### config.mk
export PLATFORM = sky130hd
export DESIGN_NAME = vt_merge
export DESIGN_NICKNAME = d
export VERILOG_FILES = /design/src/sv/vt_pkg.sv /design/src/sv/vt_merge.sv
export SDC_FILE = /design/constraint.sdc
export NUM_CORES = 1
export LEC_CHECK = 0
export BUFFER_PORTS_ARGS = -buffer_cell sky130_fd_sc_hd__buf_2
export CELL_PAD_IN_SITES_DETAIL_PLACEMENT = 1
export CELL_PAD_IN_SITES_GLOBAL_PLACEMENT = 1
export CORE_MARGIN = 10
export CORE_UTILIZATION = 30
export CTS_BUF_LIST = sky130_fd_sc_hd__clkbuf_2
export DETAILED_ROUTE_END_ITERATION = 10
export PLACE_DENSITY = 0.79
export SLEW_MARGIN = 30
export SYNTH_ARGS = -nofsm -noshare
export SYNTH_HDL_FRONTEND = slang
export SYNTH_SLANG_ARGS = --single-unit
export TNS_END_PERCENT = 50
### constraint.sdc
create_clock -name clk -period 10.45 [get_ports clk]
set_clock_uncertainty 0.2 [all_clocks]
set_input_delay 1.045 -clock clk [delete_from_list [all_inputs] [get_ports clk]]
set_output_delay 1.045 -clock clk [all_outputs]
set_load 0.01 [all_outputs]
### src/sv/vt_pkg.sv
// vt_pkg: shared types and constants for the vertex_transform_4x4 block.
// No dependencies; imported by every module of the block.
package vt_pkg;

  localparam int VT_FRAC_BITS = 16;   // default Q16.16
  localparam int VT_DIM       = 4;    // vector length / matrix order
  localparam int VT_WORD_W    = 32;
  localparam int VT_PROD_W    = 2 * VT_WORD_W;
  localparam int VT_PAIR_W    = VT_PROD_W + 1;
  localparam int VT_SUM_W     = VT_PROD_W + 2;

  typedef logic signed [VT_WORD_W-1:0] vt_word_t;

  typedef enum logic [1:0] {
    OP_LOAD   = 2'd0,
    OP_XFORM4 = 2'd1,
    OP_XFORM3 = 2'd2
  } vt_op_t;

  localparam vt_word_t VT_WORD_MAX = {1'b0, {(VT_WORD_W-1){1'b1}}};
  localparam vt_word_t VT_WORD_MIN = {1'b1, {(VT_WORD_W-1){1'b0}}};

  // Pipeline advance enables from the top level to each lane.
  typedef struct packed {
    logic mul_en;   // capture products of an accepted transform item
    logic add_en;   // capture pair sums
  } vt_ctl_t;

endpackage

### src/sv/vt_merge.sv
// vt_merge: output register; gathers the four lane results and ORs the
// clamp flags into one item. Depends on vt_pkg.
module vt_merge (
  input  logic             clk,
  input  logic             rst_n,
  input  logic             lane_valid,
  input  vt_pkg::vt_word_t lane_res [vt_pkg::VT_DIM],
  input  logic             lane_sat [vt_pkg::VT_DIM],
  output logic             take,
  output logic             out_valid,
  input  logic             out_stall,
  output vt_pkg::vt_word_t out_x,
  output vt_pkg::vt_word_t out_y,
  output vt_pkg::vt_word_t out_z,
  output vt_pkg::vt_word_t out_w,
  output logic             out_saturated
);
  import vt_pkg::*;

  logic out_valid_r;
  logic any_sat;

  assign take      = ~out_valid_r | ~out_stall;
  assign out_valid = out_valid_r;
  assign any_sat   = lane_sat[0] | lane_sat[1] | lane_sat[2] | lane_sat[3];

  always_ff @(posedge clk) begin
    if (!rst_n) begin
      out_valid_r <= 1'b0;
    end else if (take) begin
      out_valid_r <= lane_valid;
    end
  end

  always_ff @(posedge clk) begin
    if (take && lane_valid) begin
      out_x         <= lane_res[0];
      out_y         <= lane_res[1];
      out_z         <= lane_res[2];
      out_w         <= lane_res[3];
      out_saturated <= any_sat;
    end
  end

endmodule

* Word-level counts from Yosys, hierarchy flattened *
Cells that the tools add are included.

word-level totals
  flip-flop bits (word level) = 130
  output and inout bits = 131
  logic and storage cells = 13

operators by class
  bitwise logic cells = 6
  reductions and logical operators = 1

operator list
  operator           count
  OR 1 bit           4
  inverter 1 bit     2
  logical AND 1 bit  1

* Longest topological paths before layout *
Gate-level depths: netlist of run 1.

  depth in word-level cells = 3
  depth in mapped cells = 2

* Worst setup path after synthesis of run 1 *
OpenSTA, ideal clock, no wires.

  kind = input to register
  start point = in out_stall
  end point = reg out_saturated (enable)
  library setup time = 0.504 ns
  arrival time = 4.164 ns
  data required time = 9.746 ns
  slack = 5.582 ns
  cell stages on the path = 2
  path buffers = 0
  cells stage by stage = nand2_1 and2_1

on the way
  longest elaborated chain between the ends = 3

ends and longest elaborated chain
  what                  line            RTL
  from (decl)           vt_merge.sv:11  input logic out_stall,
  inverter 1 bit        vt_merge.sv:23  assign take = ~out_valid_r | ~out_stall;
  OR 1 bit              vt_merge.sv:23
  logical AND 1 bit     vt_merge.sv:36  if (take && lane_valid) begin
  to (signal assigned)  vt_merge.sv:41  out_saturated <= any_sat;
  to (decl)             vt_merge.sv:16  output logic out_saturated

Every way passes these cells.
A chain may end at the register's enable or synchronous reset.

* Final worst setup path of run 1 *
  start point = in out_stall
  end point = reg out_x[10] (enable)

on the way
  longest elaborated chain between the ends = 3

ends and longest elaborated chain
  what                  line            RTL
  inverter 1 bit        vt_merge.sv:23
  OR 1 bit              vt_merge.sv:23
  logical AND 1 bit     vt_merge.sv:36
  to (signal assigned)  vt_merge.sv:37  out_x <= lane_res[0];
  to (decl)             vt_merge.sv:12  output vt_pkg::vt_word_t out_x,

Every way passes these cells.

==> metrics.txt, run 1 <==
routed wire length 12000 um; max-slew violations 0; outcome complete, no violations; antenna cells 0; Layout area overhead 44.6%; actual slew at the worst max-slew pin 0.895 ns; sequential share of power 0.641; Final setup viols 0; Max clock buf depth 2; peak supply drop 0.0000749 V; Tcrit/Tclk final 0.253; Die Ht 134 um; fraction of layout cells with a size suffix above 1 0.689; gr usage total 0.132; drt initial violations 123; Worst-Skew Late Latency 0.66 ns; DR DRC count 0; Worst slew margin 0.403; first-pass GRT wire length 17500 um; CTS Buf Count 17; initial antenna violation count 0; area of the die 18000 um2; unrepaired setup endpoints after global routing false; overall die width 134 um; core area 12700 um2; Via density 4.11; Overflow after GRT 0; Buf/Inv on CP 2; Worst Path Arrival 2.74 ns; Routed WL per cell 19.8 um; longest individual stage delay on the worst path 0.81 ns; Routed Antenna Nets 0; # IOs 267; CP Launch Type input pin; post-cts sizing count 0; distinct cell type count after synthesis 7; max-cap violations 0; Hold WC Path Type in2reg; post-synth net total 271; setup TNS 0 ns; Placed Area 5480 um2; Comb pwr share 0.090; Mapped Cells 135; pwr dens 170 nW/um2; Tmin final 2.64 ns; FMAX 0.378 GHz; leakage 2.45 nW; CP Max Fanout 71; Rows 41; CP max stage cell buf_4; post-synthesis sequential area ratio 0.993; hold slack 0.320 ns; Int Power 0.731 mW; NetSw 0.231 mW; clock share of power 0.269; clk slew on worst S/H paths 0.20 ns; CP top delay family buffers and inverters; I/O Buffers 266; worst-path cell chain buf_2, nand2_1, and2_4, buf_4; CP required 10.54 ns; Mapped Area 3920 um2; CTS tree built; number of global-route vias before repair 2913; routability congestion estimate 0.738; Critical Path Sink Type flop; yosys warns 0; nets@finish 557; Clock Root Buffer clkbuf_2; detailed-route via count 2491; Switching Fraction 0.240; Final Hold Fails 0; DR pass1 iterations 4; FF+latch count, synth 130; clk sinks 130; Post-CTS Setup Bufs 0; post-route cell area 5670 um2; largest net degree at the start of global routing 72; htree depth 4; Avg Cell Area, Syn 29.1 um2; CTS Hold Bufs 0; Starting Density 0.308; crit path kind in2reg
## registers in the layout, summed over array words and instances (netlist names)
signal         count
out_y             32
out_valid          1
out_w             32
out_z             32
out_saturated      1
out_x             32
## layer usage
metal	track usage	share of wire	vias up
met5	0	0	-
met4	0.0490	0.010	0
met3	0.0851	0.12	12
met2	0.225	0.52	163
met1	0.124	0.35	1193
li1	-	-	1123
## synth_stat cells
| cell | number | area [um2] |
|---|---|---|
| a21oi_1 | 1 | 5.00 |
| and2_1 | 1 | 6.26 |
| dfxtp_1 | 1 | 20.0 |
| edfxtp_1 | 129 | 3870 |
| nand2_1 | 1 | 3.75 |
| nor2b_1 | 1 | 6.26 |
| or4_1 | 1 | 7.51 |
## placed cells by master, fill, tap and decap left out, drive strengths merged
master,count
dfxtp,1
nand2,1
or4,1
bufinv,1
and2,1
buf,267
edfxtp,129
clkinvlp,2
clkbuf,20
clkinv,9
nor2b,1
a21oi,1
## kinds of logic (layout without fill, tap and decap cells)
kind of cell,count (synthesis),after routing,share of synthesized area
AOI/OAI and AO/OA,1,1,0.00127
buffers and inverters,0,299,0
DFF,130,130,0.993
and+or+nand+nor,4,4,0.00606
## worst register-to-register path, delay by kind of cell, from the launching register on
family | cells | cell delay [ns]
and+or+nand+nor | 2 | 0.70
DFF | 1 | 0.36
buffers and inverters | 1 | 0.82
## stage by stage
step	instances	total power, mW	setup WS, ns	util
floorplan	135	0.658	5.58	-
global placement	574	0.714	7.17	0.431
detailed placement	574	0.718	7.07	0.431
CTS	606	0.984	7.80	0.446
global route	606	1.01	7.75	0.446
finish	606	0.962	7.81	0.446
## final timing paths
check	end	depth (start not counted)	slack, ns	start
setup / recovery	out_x[10]	4	7.81	out_stall
setup reg to reg	out_x[10]	3	7.93	out_valid
hold reg to reg	out_valid	2	0.39	out_valid
hold / removal	out_y[23]	1	0.32	lane_res[87]
## cell type report
type | instances | area [um2]
fillers | 1374 | 7050
clock inverters | 12 | 92.6
well taps | 172 | 215
multi-input cells | 5 | 31.3
repair buffers | 267 | 1340
flip-flops and latches | 130 | 3890
clock buffers | 20 | 100
## power by group through the flow
stage                     Clock, mW  Sequential, mW  Combinational (mW)
after global routing          0.299           0.620              0.0946
after CTS                     0.277           0.617              0.0891
after detailed placement          0           0.629              0.0890
final                         0.259           0.616              0.0865
after global placement            0           0.628              0.0860
after floorplan                   0           0.649             0.00948
No activity file was read; power rests on OpenSTA's default activity.
==> run 2, diff against run 1 <==
==> constraint.sdc (replaced) <==
create_clock -name clk -period 2.55 [get_ports clk]
set_clock_uncertainty 0.2 [all_clocks]
set_input_delay 0.255 -clock clk [delete_from_list [all_inputs] [get_ports clk]]
set_output_delay 0.255 -clock clk [all_outputs]
set_load 0.01 [all_outputs]
==> run 2 against run 1 <==
  * The flow now stops in clock tree synthesis (4_1_cts)
  * Synthesized cell count did not move
  * Synthesized area did not move
==> metrics.txt, run 2 <==
outcome did not finish; Exit stage clock tree synthesis (4_1_cts); stop err [ERROR RSZ-0060] Max buffer count reached.; Placed Area 5510 um2; Mapped Cells 135; EDFF count, synth 129; Synth area leader edfxtp_1; post-synth net total 271; I/O Buffers 266; Avg Cell Area, Syn 29.1 um2; FFs w/ async S/R, synth 0; distinct cell type count after synthesis 7; Max clock buf depth 2; Die Ht 134 um; Synth area leaders edfxtp_1 99%, dfxtp_1 0.51%, or4_1 0.19%, and2_1 0.16%, nor2b_1 0.16%; Synth top area share 0.988; clk sinks 130; yosys warns 0; overall die width 134 um; post-synthesis sequential area ratio 0.993; # IOs 267; ys flop type edfxtp_1; Rows 41; placed wire-length estimate 9950 um; Mapped Area 3920 um2; Starting Density 0.308; Post-CTS Setup Bufs 0; CTS Hold Bufs 122; routability congestion estimate 0.750; post-cts sizing count 0; CTS Buf Count 17; most common cell in the netlist edfxtp_1; htree depth 4; FF+latch count, synth 130; Clock Root Buffer clkbuf_2
==> run 2: cell counts after synthesis <==
Identical to the previous run, type by type.
==> run 2: metrics by stage <==
step / hold slack [ns] / utilization / setup slack [ns] / cells
global placement: 0.231 / 0.433 / 1.05 / 575
detailed placement: 0.233 / 0.433 / 1.02 / 575
floorplan: 0.154 / - / 0.498 / 135
==> run 2: kinds of logic after synthesis <==
| kind of cell | count (synthesis) | synth area share |
|---|---|---|
| flip-flops | 130 | 0.993 |
| AND/OR/NAND/NOR | 4 | 0.00606 |
| AO/OA/AOI/OAI | 1 | 0.00127 |
==> run 3, diff against run 2 <==
--- a/config.mk
+++ b/config.mk
@@ -6,13 +6,10 @@
 export NUM_CORES = 1
 export LEC_CHECK = 0
 export BUFFER_PORTS_ARGS = -buffer_cell sky130_fd_sc_hd__buf_2
-export CELL_PAD_IN_SITES_DETAIL_PLACEMENT = 1
-export CELL_PAD_IN_SITES_GLOBAL_PLACEMENT = 1
 export CORE_MARGIN = 10
-export CORE_UTILIZATION = 30
-export CTS_BUF_LIST = sky130_fd_sc_hd__clkbuf_2
+export CORE_UTILIZATION = 20
 export DETAILED_ROUTE_END_ITERATION = 10
-export PLACE_DENSITY = 0.79
+export PLACE_DENSITY_LB_ADDON = 0.15
 export SLEW_MARGIN = 30
 export SYNTH_ARGS = -nofsm -noshare
 export SYNTH_HDL_FRONTEND = slang
==> run 3 against run 2 <==
  * The flow now finishes without violations
==> metrics.txt, run 3 (synthesis gave the netlist of run 1 again) <==
Worst-Skew Late Latency 0.41 ns; max-slew violations 0; Tmin final 1.92 ns; Pwr Total 5.47 mW; Final setup viols 0; Post-CTS Setup Bufs 0; routability congestion estimate 0.673; CTS Buf Count 17; fraction of layout cells with a size suffix above 1 0.530; gr usage total 0.106; post-route cell area 7550 um2; Worst Path Arrival 1.87 ns; crit-path most repeated cell dlygate4sd3_1; Via density 3.55; Routed WL per cell 16.4 um; max-cap violations 0; CP max stage cell dlygate4sd3_1; CP Max Fanout 1; Overflow after GRT 0; htree depth 4; Placed Area 5640 um2; crit path kind in2reg; I/O Buffers 266; Final Hold Fails 0; CP required 2.50 ns; clk slew on worst S/H paths 0.06 ns; initial antenna violation count 1; hold slack 0.204 ns; Setup WS post-layout 0.630 ns; Starting Density 0.202; DR pass1 iterations 7; CTS tree built; Worst slew margin 0.756; setup TNS 0 ns; routed wire length 13700 um; unrepaired setup endpoints after global routing false; Core Util, Final 0.389; Layout area overhead 92.4%; FMAX 0.521 GHz; area of the die 25600 um2; pre-CTS setup slack 0.859 ns; DR DRC count 0; Tcrit/Tclk final 0.753; drt initial violations 118; first-pass GRT wire length 20800 um; longest individual stage delay on the worst path 0.57 ns; worst-path cell chain dlygate4sd3_1, buf_2, or4_1, dlygate4sd3_1; leakage 3.17 nW; Max clock buf depth 2; core area 19400 um2; Hold WC Path Type in2reg; Routed Antenna Nets 0; peak supply drop 0.000426 V; clk sinks 130; placed wire-length estimate 9760 um; Filler cells 1842; Critical Path Sink Type flop; detailed-route via count 2961; pwr dens 725 nW/um2; actual slew at the worst max-slew pin 0.366 ns; Rows 51; largest net degree at the start of global routing 49; CP Launch Type input pin; outcome complete, no violations; overall die width 160 um; Die Ht 160 um; Non-Filler Instances 834; most frequent cells in the layout 266 x buf_2, 132 x dlygate4sd3_1, 129 x edfxtp_1; # IOs 267; Clock Root Buffer clkbuf_16; placed cells 669; leading cell type in the layout, fill and taps excluded buf_2; number of global-route vias before repair 3528; nets@finish 691
==> run 3: area by class of cell <==
type | instances | area (um2) | share of cell area
repair buffers | 401 | 2700 | 0.358
flip-flops and latches | 130 | 3890 | 0.516
well taps | 265 | 332 | 0.0439
clock buffers | 18 | 429 | 0.0569
multi-input cells | 5 | 31.3 | 0.00415
diodes | 1 | 2.50 | 0.000332
clock inverters | 14 | 158 | 0.0209
==> run 3: path summary, 6_finish.rpt <==
path,startpoint,end,slack (ns),cells after the start
worst max register to register,out_valid,out_y[14],0.91,3
worst max-delay path,lane_sat[0],out_saturated,0.63,4
worst min register to register,out_valid,out_x[14],0.69,2
worst min-delay path,lane_valid,out_x[14],0.20,2
==> run 3: worst max-delay path: cells and delay by family <==
family                 cells  cell delay (ns)
buffers and inverters      3             1.23
AND/OR/NAND/NOR            1             0.39
==> run 3: repair_timing <==
action,CTS,global route
gates resized for setup,0,0
endpoints found under the setup margin,0,0
hold buffers,132,0
hold endpoints to repair,130,0
==> run 3: layer usage <==
metal / share of wire / vias up / routed length (um) / global-route usage
met5: 0 / - / 0 / 0
met4: 0.017 / 0 / 229 / 0.0355
met3: 0.098 / 12 / 1340 / 0.0524
met2: 0.51 / 165 / 7000 / 0.179
met1: 0.37 / 1384 / 5130 / 0.113
li1: - / 1400 / - / -
==> run 3: where the power goes <==
group / leakage [nW] / switching [mW] / internal [mW]
clock: 0.283 / 0.954 / 1.46
combinational: 1.63 / 0.240 / 0.291
sequential: 1.25 / 0.0294 / 2.50
total: 3.17 / 1.22 / 4.25
==> run 4, diff against run 3 <==
==> constraint.sdc (replaced) <==
create_clock -name clk -period 1.6 [get_ports clk]
set_clock_uncertainty 0.2 [all_clocks]
set_input_delay 0.16 -clock clk [delete_from_list [all_inputs] [get_ports clk]]
set_output_delay 0.16 -clock clk [all_outputs]
set_load 0.01 [all_outputs]
==> run 4 against run 3 <==
  * First-iteration DRC count shrank 27%
  * Sequential share of layout area shrank 0.47 points
  * Non-clock buffer count grew 6
  * Critical path depth shrank 1
  * Clock-buffer cell count shrank 1
  * Highest routed layer unchanged
==> metrics.txt, run 4 (synthesis gave the netlist of run 1 again) <==
outcome complete, no violations; placed wire-length estimate 10200 um; fraction of layout cells with a size suffix above 1 0.533; clk sinks 130; initial antenna violation count 1; Worst slew margin 0.775; number of global-route vias before repair 3514; Tcrit/Tclk final 0.894; CP Max Fanout 60; Final setup viols 0; routability congestion estimate 0.744; clk slew on worst S/H paths 0.06 ns; worst-path cell chain nand2_2, and2_4, buf_12; CTS Buf Count 17; detailed-route via count 2995; nets@finish 697; Overflow after GRT 0; hold slack 0.130 ns; Final Hold Fails 0; largest net degree at the start of global routing 61; Tmin final 1.43 ns; max-slew violations 0; DR pass1 iterations 4; unrepaired setup endpoints after global routing false; leading cell type in the layout, fill and taps excluded buf_2; actual slew at the worst max-slew pin 0.338 ns; drt initial violations 86; first-pass GRT wire length 20900 um; Worst Path Arrival 1.30 ns; # IOs 267; htree depth 4; Hold WC Path Type in2reg; CP max stage cell dfxtp_2; Filler cells 1830; most frequent cells in the layout 266 x buf_2, 134 x dlygate4sd3_1, 129 x edfxtp_1; pre-CTS setup slack 0.184 ns; crit path kind reg2reg; Worst-Skew Late Latency 0.41 ns; longest individual stage delay on the worst path 0.33 ns; register area 3890 um2; Post-CTS Setup Bufs 0; Non-Filler Instances 840; Placed Area 5690 um2; Clock Root Buffer clkbuf_16; multi-input logic area 33.8 um2; pwr dens 1140 nW/um2; placed cells 673; Layout area overhead 94.2%; overall die width 160 um; Critical Path Sink Type flop; CTS tree built; FMAX 0.699 GHz; Max clock buf depth 2; area of the die 25600 um2; Starting Density 0.202; routed wire length 13800 um; Routed WL per cell 16.4 um; peak supply drop 0.000656 V; post-route cell area 7620 um2; Via density 3.57; CP Launch Type flop; CP required 1.47 ns; post-cts sizing count 0; max-cap violations 0; leakage 3.20 nW; I/O Buffers 266; Routed Antenna Nets 0; gr usage total 0.108; Rows 51; Die Ht 160 um; Setup WS post-layout 0.170 ns; DR DRC count 0; core area 19400 um2
-- run 4: final cells by class --
type | instances | share of cell area
Clock buffer | 17 | 0.0558
Multi-Input combinational cell | 5 | 0.00443
Timing Repair Buffer | 407 | 0.364
Sequential cell | 130 | 0.511
Clock inverter | 15 | 0.0202
Tap cell | 265 | 0.0435
Antenna cell | 1 | 0.000329
-- run 4: path summary, 6_finish.rpt --
| check | start | end | slack [ns] | cells past startpoint |
|---|---|---|---|---|
| max | out_valid | out_x[6] | 0.17 | 3 |
| min | lane_valid | out_x[21] | 0.13 | 3 |
| min reg2reg | out_valid | out_x[21] | 0.66 | 3 |
| max reg2reg | out_valid | out_x[6] | 0.17 | 3 |
-- run 4: per-layer routing --
| metal | up-vias | share of wire | global-route usage |
|---|---|---|---|
| met5 | - | 0 | 0 |
| met4 | 0 | 0.015 | 0.0417 |
| met3 | 13 | 0.11 | 0.0630 |
| met2 | 161 | 0.52 | 0.187 |
| met1 | 1413 | 0.35 | 0.103 |
| li1 | 1408 | - | - |
-- run 4: critical path: cells and delay by family, from the launching register on --
family	cells	cell delay [ns]
buf+inv	1	0.29
flops	1	0.33
simple gates	2	0.22
-- run 4: stage by stage --
stage | utilization | power, mW | setup TNS (ns)
finish | 0.393 | 8.71 | 0
global route | 0.393 | 9.08 | 0
CTS | 0.393 | 8.86 | 0
detailed placement | 0.294 | 4.72 | 0
global placement | 0.294 | 4.72 | 0
floorplan | - | 4.28 | -51.57
-- run 4: what timing repair did --
item                                    in CTS  in global routing
endpoints found under the setup margin       0                  0
hold buffers                               134                  0
hold endpoints to repair                   130                  0
-- run 4: where the power goes --
part	internal, mW	leakage (nW)	switching, mW	total [mW]
clock	2.31	0.280	1.50	3.81
sequential	3.98	1.25	0.0444	4.03
combinational	0.485	1.67	0.390	0.875
